--- src/sv/scba_pkg.sv ---
package scba_pkg;

   localparam int SIZE_W    = 17;
   localparam int IDX_W     = 4;
   localparam int CLS_RAW_W = 5;
   localparam int CLS_OUT_W = 4;
   localparam int STATUS_W  = 2;

   localparam logic FUNC_ALLOC = 1'b0;
   localparam logic FUNC_FREE  = 1'b1;

   localparam logic [STATUS_W-1:0] STATUS_OK         = 2'd0;
   localparam logic [STATUS_W-1:0] STATUS_TOO_LARGE  = 2'd1;
   localparam logic [STATUS_W-1:0] STATUS_EXHAUSTED  = 2'd2;
   localparam logic [STATUS_W-1:0] STATUS_NOT_IN_USE = 2'd3;

   // One classified request as it waits between the front and the back.
   typedef struct packed {
      logic                 func;
      logic                 too_large;
      logic [CLS_RAW_W-1:0] cls;
      logic [IDX_W-1:0]     idx;
   } scba_req_type;

   typedef struct packed {
      logic         valid;
      scba_req_type req;
   } scba_queue_type;

   typedef struct packed {
      logic take;
      logic clearing;
   } scba_back_ctl_type;

endpackage

--- src/sv/scba_front.sv ---
module scba_front import scba_pkg::*; #(
   parameter int NUM_CLASSES = 16
) (
   input  logic                 clock,
   input  logic                 reset,
   input  logic                 req_push,
   output logic                 req_full,
   input  logic                 req_func,
   input  logic [SIZE_W-1:0]    req_request_size,
   input  logic [IDX_W-1:0]     req_block_index,
   output scba_queue_type       queue_out,
   input  scba_back_ctl_type    back_ctl
);

   localparam int QDEPTH = 2;

   // Class is the bit length of n-1, minus one; sizes of zero and one go to class zero.
   function automatic logic [CLS_RAW_W-1:0] class_of(input logic [SIZE_W-1:0] n);
      logic [SIZE_W-1:0]    v;
      logic [CLS_RAW_W-1:0] len;
      v   = n - SIZE_W'(1);
      len = '0;
      for (int i = 0; i < SIZE_W; i++) begin
         if (v[i]) begin
            len = CLS_RAW_W'(i + 1);
         end
      end
      if (n <= SIZE_W'(1)) begin
         class_of = '0;
      end else begin
         class_of = len - CLS_RAW_W'(1);
      end
   endfunction

   scba_req_type entry_ff [QDEPTH];
   logic         wr_ptr_ff, wr_ptr_in;
   logic         rd_ptr_ff, rd_ptr_in;
   logic [1:0]   count_ff, count_in;

   scba_req_type new_req;
   logic         accept;

   always_comb begin
      new_req.func      = req_func;
      new_req.cls       = class_of(req_request_size);
      new_req.too_large = (int'(new_req.cls) >= NUM_CLASSES);
      new_req.idx       = req_block_index;
   end

   assign req_full = (count_ff == 2'(QDEPTH)) | back_ctl.clearing;
   assign accept   = req_push & ~req_full;

   always_comb begin
      wr_ptr_in = wr_ptr_ff;
      rd_ptr_in = rd_ptr_ff;
      count_in  = count_ff;
      if (accept) begin
         wr_ptr_in = ~wr_ptr_ff;
      end
      if (back_ctl.take) begin
         rd_ptr_in = ~rd_ptr_ff;
      end
      if (accept & ~back_ctl.take) begin
         count_in = count_ff + 2'd1;
      end else if (~accept & back_ctl.take) begin
         count_in = count_ff - 2'd1;
      end
   end

   always_ff @(posedge clock) begin
      if (reset) begin
         wr_ptr_ff <= 1'b0;
         rd_ptr_ff <= 1'b0;
         count_ff  <= 2'd0;
      end else begin
         wr_ptr_ff <= wr_ptr_in;
         rd_ptr_ff <= rd_ptr_in;
         count_ff  <= count_in;
      end
   end

   always_ff @(posedge clock) begin
      if (accept) begin
         entry_ff[wr_ptr_ff] <= new_req;
      end
   end

   assign queue_out.valid = (count_ff != 2'd0);
   assign queue_out.req   = entry_ff[rd_ptr_ff];

endmodule

--- src/sv/scba_back.sv ---
module scba_back import scba_pkg::*; #(
   parameter int NUM_CLASSES      = 16,
   parameter int BLOCKS_PER_CLASS = 16
) (
   input  logic                  clock,
   input  logic                  reset,
   input  scba_queue_type        queue_in,
   output scba_back_ctl_type     back_ctl,
   output logic                  rsp_empty,
   input  logic                  rsp_pop,
   output logic [STATUS_W-1:0]   rsp_status,
   output logic [CLS_OUT_W-1:0]  rsp_size_class,
   output logic [IDX_W-1:0]      rsp_granted_block
);

   localparam int TOTAL = NUM_CLASSES * BLOCKS_PER_CLASS;
   localparam int AW    = $clog2(TOTAL);
   localparam int LW    = $clog2(BLOCKS_PER_CLASS + 1);
   localparam int BW    = $clog2(BLOCKS_PER_CLASS);
   localparam int CW    = (NUM_CLASSES > 1) ? $clog2(NUM_CLASSES) : 1;

   localparam logic [1:0] ST_CLEAR = 2'd0;
   localparam logic [1:0] ST_READ  = 2'd1;
   localparam logic [1:0] ST_EXEC  = 2'd2;

   // Memory word: bit LW is the in-use mark, the rest is the link to the next free block.
   logic [LW:0]          link_mem [TOTAL];
   logic [LW:0]          rd_ff;

   logic [LW-1:0]        head_ff [NUM_CLASSES];
   logic [1:0]           state_ff, state_in;
   logic [AW-1:0]        clr_slot_ff, clr_slot_in;
   logic [BW-1:0]        clr_blk_ff, clr_blk_in;

   scba_req_type         op_ff;
   logic [CW-1:0]        cls_ff;
   logic [BW-1:0]        blk_ff;
   logic [AW-1:0]        addr_ff;
   logic [STATUS_W-1:0]  pre_status_ff;

   logic                 out_valid_ff, out_valid_in;
   logic [STATUS_W-1:0]  out_status_ff;
   logic [CLS_OUT_W-1:0] out_class_ff;
   logic [IDX_W-1:0]     out_granted_ff;

   logic [CW-1:0]        cls_sel;
   logic [LW-1:0]        head_sel;
   logic                 idx_ok;
   logic                 exhausted;
   logic [BW-1:0]        blk_sel;
   logic [AW-1:0]        addr_sel;
   logic [STATUS_W-1:0]  pre_status;
   logic                 take;
   logic                 exec;

   logic                 mem_we;
   logic [AW-1:0]        mem_wa;
   logic [LW:0]          mem_wd;
   logic                 head_we;
   logic [LW-1:0]        head_wd;
   logic [STATUS_W-1:0]  fin_status;
   logic [IDX_W-1:0]     fin_granted;

   // Look up the class head and form the memory address for the request at the queue head.
   always_comb begin
      cls_sel   = queue_in.req.too_large ? '0 : queue_in.req.cls[CW-1:0];
      head_sel  = head_ff[cls_sel];
      exhausted = (head_sel >= LW'(BLOCKS_PER_CLASS));
      idx_ok    = (int'(queue_in.req.idx) < BLOCKS_PER_CLASS);
      blk_sel   = '0;
      if (queue_in.req.func == FUNC_ALLOC) begin
         if (!exhausted) begin
            blk_sel = BW'(head_sel);
         end
      end else if (idx_ok) begin
         blk_sel = BW'(queue_in.req.idx);
      end
      addr_sel = AW'(cls_sel) * AW'(BLOCKS_PER_CLASS) + AW'(blk_sel);
      if (queue_in.req.too_large) begin
         pre_status = STATUS_TOO_LARGE;
      end else if (queue_in.req.func == FUNC_ALLOC) begin
         pre_status = exhausted ? STATUS_EXHAUSTED : STATUS_OK;
      end else begin
         pre_status = idx_ok ? STATUS_OK : STATUS_NOT_IN_USE;
      end
   end

   assign take = (state_ff == ST_READ) & queue_in.valid & (~out_valid_ff | rsp_pop);
   assign exec = (state_ff == ST_EXEC);

   always_comb begin
      state_in    = state_ff;
      clr_slot_in = clr_slot_ff;
      clr_blk_in  = clr_blk_ff;
      unique case (state_ff)
         ST_CLEAR: begin
            clr_slot_in = clr_slot_ff + AW'(1);
            if (clr_blk_ff == BW'(BLOCKS_PER_CLASS - 1)) begin
               clr_blk_in = '0;
            end else begin
               clr_blk_in = clr_blk_ff + BW'(1);
            end
            if (clr_slot_ff == AW'(TOTAL - 1)) begin
               state_in = ST_READ;
            end
         end
         ST_READ: begin
            if (take) begin
               state_in = ST_EXEC;
            end
         end
         ST_EXEC: begin
            state_in = ST_READ;
         end
         default: begin
            state_in = ST_READ;
         end
      endcase
   end

   // Clearing-pass write of each block's first link, else read-modify-write of the addressed block and the class head.
   always_comb begin
      mem_we      = 1'b0;
      mem_wa      = addr_ff;
      mem_wd      = rd_ff;
      head_we     = 1'b0;
      head_wd     = rd_ff[LW-1:0];
      fin_status  = pre_status_ff;
      fin_granted = '0;
      if (state_ff == ST_CLEAR) begin
         mem_we = 1'b1;
         mem_wa = clr_slot_ff;
         mem_wd = {1'b0, LW'(clr_blk_ff) + LW'(1)};
      end else if (exec && pre_status_ff == STATUS_OK) begin
         if (op_ff.func == FUNC_ALLOC) begin
            mem_we      = 1'b1;
            mem_wd      = {1'b1, rd_ff[LW-1:0]};
            head_we     = 1'b1;
            head_wd     = rd_ff[LW-1:0];
            fin_granted = IDX_W'(blk_ff);
         end else if (!rd_ff[LW]) begin
            fin_status = STATUS_NOT_IN_USE;
         end else begin
            mem_we  = 1'b1;
            mem_wd  = {1'b0, head_ff[cls_ff]};
            head_we = 1'b1;
            head_wd = LW'(blk_ff);
         end
      end
   end

   always_comb begin
      out_valid_in = out_valid_ff & ~rsp_pop;
      if (exec) begin
         out_valid_in = 1'b1;
      end
   end

   always_ff @(posedge clock) begin
      if (reset) begin
         state_ff     <= ST_CLEAR;
         clr_slot_ff  <= '0;
         clr_blk_ff   <= '0;
         out_valid_ff <= 1'b0;
         for (int c = 0; c < NUM_CLASSES; c++) begin
            head_ff[c] <= '0;
         end
      end else begin
         state_ff     <= state_in;
         clr_slot_ff  <= clr_slot_in;
         clr_blk_ff   <= clr_blk_in;
         out_valid_ff <= out_valid_in;
         if (head_we) begin
            head_ff[cls_ff] <= head_wd;
         end
      end
   end

   always_ff @(posedge clock) begin
      if (take) begin
         op_ff         <= queue_in.req;
         cls_ff        <= cls_sel;
         blk_ff        <= blk_sel;
         addr_ff       <= addr_sel;
         pre_status_ff <= pre_status;
      end
      if (exec) begin
         out_status_ff  <= fin_status;
         out_class_ff   <= op_ff.too_large ? '0 : op_ff.cls[CLS_OUT_W-1:0];
         out_granted_ff <= fin_granted;
      end
   end

   always_ff @(posedge clock) begin
      if (mem_we) begin
         link_mem[mem_wa] <= mem_wd;
      end
      rd_ff <= link_mem[addr_sel];
   end

   assign back_ctl.take     = take;
   assign back_ctl.clearing = (state_ff == ST_CLEAR);

   assign rsp_empty         = ~out_valid_ff;
   assign rsp_status        = out_status_ff;
   assign rsp_size_class    = out_class_ff;
   assign rsp_granted_block = out_granted_ff;

endmodule

--- src/sv/size_class_block_allocator_top.sv ---
// Power-of-two size-class block allocator, seen as a queue on both sides.
// Requests: drive req_func, req_request_size and req_block_index with req_push; a request
// is taken at a clock edge where req_push is high and req_full is low. The front classifies
// the size and holds up to two requests; the back carries them out against the free lists.
// Responses: while rsp_empty is low, rsp_status, rsp_size_class and rsp_granted_block show
// the oldest response; it is taken at an edge where rsp_pop is high.
// Path: a request taken into an empty block passes the front's entry register, then the back's
// read state and its write state, before its response shows.
// Pacing: the back takes no new request until it has finished the last one, because of the
// read-modify-write of the link memory and the class head for each request.
// Reset: the free-list heads clear at once; then a clearing pass rebuilds the link memory
// for all NUM_CLASSES * BLOCKS_PER_CLASS blocks, one block a cycle, and req_full stays high
// until it ends.
// Stall: while the response waits to be popped the back holds; the front keeps taking
// requests until its two entries are full, then raises req_full.
module size_class_block_allocator_top import scba_pkg::*; #(
   parameter int NUM_CLASSES      = 16,
   parameter int BLOCKS_PER_CLASS = 16
) (
   input  logic                  clock,
   input  logic                  reset,
   input  logic                  req_push,
   output logic                  req_full,
   input  logic                  req_func,
   input  logic [SIZE_W-1:0]     req_request_size,
   input  logic [IDX_W-1:0]      req_block_index,
   output logic                  rsp_empty,
   input  logic                  rsp_pop,
   output logic [STATUS_W-1:0]   rsp_status,
   output logic [CLS_OUT_W-1:0]  rsp_size_class,
   output logic [IDX_W-1:0]      rsp_granted_block
);

   scba_queue_type    queue;
   scba_back_ctl_type back_ctl;

   scba_front #(
      .NUM_CLASSES(NUM_CLASSES)
   ) u_front (
      .clock            (clock),
      .reset            (reset),
      .req_push         (req_push),
      .req_full         (req_full),
      .req_func         (req_func),
      .req_request_size (req_request_size),
      .req_block_index  (req_block_index),
      .queue_out        (queue),
      .back_ctl         (back_ctl)
   );

   scba_back #(
      .NUM_CLASSES      (NUM_CLASSES),
      .BLOCKS_PER_CLASS (BLOCKS_PER_CLASS)
   ) u_back (
      .clock             (clock),
      .reset             (reset),
      .queue_in          (queue),
      .back_ctl          (back_ctl),
      .rsp_empty         (rsp_empty),
      .rsp_pop           (rsp_pop),
      .rsp_status        (rsp_status),
      .rsp_size_class    (rsp_size_class),
      .rsp_granted_block (rsp_granted_block)
   );

endmodule

--- config.mk ---
export PLATFORM = sky130hd
export DESIGN_NAME = size_class_block_allocator_top
export DESIGN_NICKNAME = d
export VERILOG_FILES = /design/src/sv/scba_pkg.sv /design/src/sv/scba_front.sv /design/src/sv/scba_back.sv /design/src/sv/size_class_block_allocator_top.sv
export SDC_FILE = /design/constraint.sdc
export NUM_CORES = 2
export LEC_CHECK = 0
export ABC_AREA = 1
export ABC_CLOCK_PERIOD_IN_PS = 22500
export BUFFER_PORTS_ARGS = -buffer_cell sky130_fd_sc_hd__buf_2
export CAP_MARGIN = 0
export CORE_MARGIN = 4
export CORE_UTILIZATION = 50
export CTS_BUF_LIST = sky130_fd_sc_hd__clkbuf_2
export DETAILED_ROUTE_END_ITERATION = 8
export GPL_ROUTABILITY_DRIVEN = 0
export PLACE_DENSITY_LB_ADDON = 0.05
export SYNTH_ARGS = -nofsm -noshare
export SYNTH_HDL_FRONTEND = slang
export SYNTH_SLANG_ARGS = --single-unit
--- constraint.sdc ---
create_clock -name clock -period 22.5 [get_ports clock]
set_input_delay 1.125 -clock clock [delete_from_list [all_inputs] [get_ports clock]]
set_output_delay 1.125 -clock clock [all_outputs]
set_load 0.01 [all_outputs]
==> reports/results.txt <==
status: finished clean
Post-DP Area: 77,190 sq um
Mapped Nets: 7,402
Clk network pwr share: 0.360
most frequent cell after synthesis: nand2_1
Die Ht: 397.6 um
Setup Viol. Count Final: 0
crit start category: flip-flop
Compound-Gate Fraction of Synth Area: 0.02249
post_cts resized: 0
CP Capture Point: u_back.rd_ff[0]$_DFF_P_
Seq pwr share: 0.613
routed vias: 53,470
crit path DAT: 8790 ps
Seq/Total Area, Yosys: 0.6655
critical path type: flip-flop to flip-flop
Post-Synth Simple-Gate Area: 0.2219
most frequent cells after synthesis: nand2_1 (1,686), edfxtp_1 (1,662), nand3_1 (1,449)
fin. max-slew vios: 0
max cap viols: 0
Detail Route Antenna Nets: 0
first-pass GRT wire length: 324,800 um
Sw Share: 0.2436
Crit path max-delay family: simple AND/OR/NAND/NOR gates
CP Data Required Time: 24,120 ps
vias in the first global route: 51,770
Critical Path Fanout Max: 73
first-pass iteration count of the detailed router: 8
initial DRC count: 5,152
Final Util: 0.5398
Post-Synth Adder-Cell Area: 0.001154
Post-synth EDFFs: 1,662
# rows: 142
post-route minimum period: 7166 ps
pin count of the biggest net entering global routing: 221
Slew @ Worst Pin: 1400 ps
initial antenna violation count: 7
flop-to-flop setup slack: 15,330 ps
root buf cell: clkbuf_2
Slew Limit Headroom: 0.06695
multiplexer share of the synthesized area: 0
Critical Path End Type: flip-flop
wirelength, routed: 217,200 um
cell internal pwr: 4.291 mW
Core ar.: 150,300 sq um
FF+latch count, synth: 1,692
Final Hold Viols: 0
routed length per placed instance: 22.05 um
CTS Sinks: 1,692
clock buffer depth: 4
WP buf/inv: 4
share of the synthesized area in the top cell type: 0.6576
CP max stage delay: 820 ps
hpwl dp: 120,500 um
Setup Buffers After CTS: 0
YS warnings: 0
synth-to-layout area growth: 6.906%
Worst path depth: 23
period utilisation layout: 0.3185
Primary FF master, synth: edfxtp_1
Peak supply drop: 0.00005025 V
synthesized area per cell: 10.30 sq um
Yosys cell types: 46
slowest CP cell: buf_4
setup TNS: 0 ps
# DRC: 0
Mapped Cells: 7,369
worst r2r dst: u_back.rd_ff[0]$_DFF_P_
gr usage total: 0.2724
pwr dens: 69.92 nW/um^2
I/O pin cnt: 38
CTS tree: yes
Reg2Reg Depth: 23
overall power: 5.673 mW
Worst-Skew Late Latency: 1740 ps
ordered list of cells on the worst path: inv_2 > nand2_1 > nand2_1 > nand2_4 > buf_4 > nand2_1 > o211ai_1 > nand3_1 > nand2_1 > nand2_1 > nand2_1 > nor2_1 > nor2_4 > buf_4 > buf_4 > o211ai_1 > nand3_1 > nand3_1 > nand3_1 > nand3_1 > nand3_1 > nand3_1 > nand2_1
final instance area: 81,130 sq um
Synth area leader: edfxtp_1
Vias/cell: 5.429
FMAX: 139.5 MHz
grt total ovfl: 0
clock skew: 128.0 ps
TritonCTS Buffers: 445
layout cells sized above 1: 0.1077
clk slew on worst S/H paths: 100 ps
sw power: 1.382 mW
Synth area leaders: edfxtp_1 (66%), nand3_1 (9.6%), nand2_1 (8.3%)
hold buffers post-CTS: 19
mapped cell area: 75,890 sq um
total die area: 158,100 sq um
Worst Hold Class: input pin to flip-flop
asr flop ratio synth: 0
filler instances: 13,740
I/O Buffers: 37
# H-tree levels: 5
post-layout net count: 7,550
die width: 397.6 um
Synth Area in XOR/XNOR: 0.001500
initial cell density of the core: 0.5049
leakage: 33.42 nW
combinational share of power: 0.027
RSZ-0062 raised after global routing: no
largest family of logic cells by synthesized area: simple AND/OR/NAND/NOR gates
-- state kept, by name, summed over array words and instances (netlist names), 2 cells and up, named ones only --
signal	count
u_back.addr_ff	8
u_back.clr_blk_ff	4
u_back.clr_slot_ff	8
u_back.head_ff	80
u_back.link_mem	1536
u_back.op_ff	6
u_back.pre_status_ff	2
u_back.rd_ff	6
u_back.rsp_granted_block	4
u_back.rsp_size_class	4
u_back.rsp_status	2
u_back.state_ff	2
u_front.count_ff	2
u_front.entry_ff	20
-- cells in the final DEF, fill, tap and decap left out, types with 3 or more instances in the layout --
cell type / instances
nor3_1: 13
dlygate4sd3_1: 19
buf_2: 37
nand3b_1: 186
nor4_1: 4
nand3_2: 4
nor2_1: 413
clkinv_2: 18
inv_2: 9
xor2_1: 11
a21oi_1: 58
nand2_2: 9
o221ai_1: 4
nor2_4: 3
o21ai_1: 9
edfxtp_1: 1662
o21a_1: 4
ha_1: 7
buf_4: 67
buf_12: 8
clkbuf_2: 658
clkinv_1: 72
o21ai_2: 4
nand2_1: 1678
dfxtp_1: 30
o21ai_0: 78
nand4_1: 10
diode_2: 13
inv_1: 1162
nand3_1: 1444
nand2_4: 6
o211ai_1: 104
-- area by class of cell --
type / count / area [sq um] / share of cell area
sequential: 1692 / 50510 / 0.6225
multi-input combinational: 4074 / 18890 / 0.2328
inverter: 1173 / 4427 / 0.05456
clock buffer: 658 / 3293 / 0.04059
tap: 2016 / 2522 / 0.03109
timing repair buffer: 131 / 1039 / 0.01280
clock inverter: 93 / 424.2 / 0.005228
antenna: 13 / 32.53 / 0.0004010
-- per-layer routing --
layer,GRT usage,part of all wire,vias to the layer above
li1,-,-,25120
met1,0.3717,0.42,25700
met2,0.4282,0.46,2205
met3,0.05354,0.079,447
met4,0.1165,0.040,2
met5,0,0.000046,-
-- worst min-delay path: stages --
cell	delay, ps
buf_2	100
nor3_1	50
nand4_1	80
a21oi_1	80
a21oi_1	150
o21ai_0	110
inv_1	80
-- logic make-up (layout without fill, tap and decap cells) --
group | Yosys count | after routing
fa+ha+maj | 7 | 7
xor+xnor | 13 | 13
other cells | 0 | 13
flops | 1692 | 1692
simple gates | 3781 | 3781
compound gates | 273 | 273
buf+inv | 1603 | 2055
-- through the flow --
step	std cells	hold WS (ps)	setup slack, ps
CTS	9837	0.3431	15390
floorplan	7369	448.4	12600
finish	9850	214.8	15330
detailed placement	9067	470.7	15440
global placement	9067	462.4	15530
global route	9849	30.43	14840
-- power groups by stage --
stage,sequential [mW],clock (mW),combinational (mW)
3_3_place_gp,3.55,0,0.150
2_1_floorplan,3.57,0,0.0704
3_5_place_dp,3.55,0,0.152
4_1_cts,3.48,2.09,0.154
5_1_grt,3.48,2.27,0.165
6_report,3.48,2.04,0.153
-- worst min path at each step --
| stage | startpoint | to | slack, ps | cells past startpoint |
|---|---|---|---|---|
| 2_1_floorplan | u_back.clr_slot_ff[1]$_SDFFE_PP0P_ | u_back.clr_slot_ff[1]$_SDFFE_PP0P_ | 450 | 2 |
| 3_3_place_gp | u_back.clr_slot_ff[1]$_SDFFE_PP0P_ | u_back.clr_slot_ff[1]$_SDFFE_PP0P_ | 460 | 2 |
| 3_5_place_dp | u_back.clr_slot_ff[1]$_SDFFE_PP0P_ | u_back.clr_slot_ff[1]$_SDFFE_PP0P_ | 470 | 2 |
| 4_1_cts | req_request_size[8] | u_front.entry_ff[0][6]$_DFFE_PP_ | 0.3 | 8 |
| 5_1_grt | req_request_size[7] | u_front.entry_ff[1][7]$_DFFE_PP_ | 30 | 7 |
| 6_report | req_request_size[7] | u_front.entry_ff[1][7]$_DFFE_PP_ | 210 | 7 |
Power figures use the tool's default switching activity.
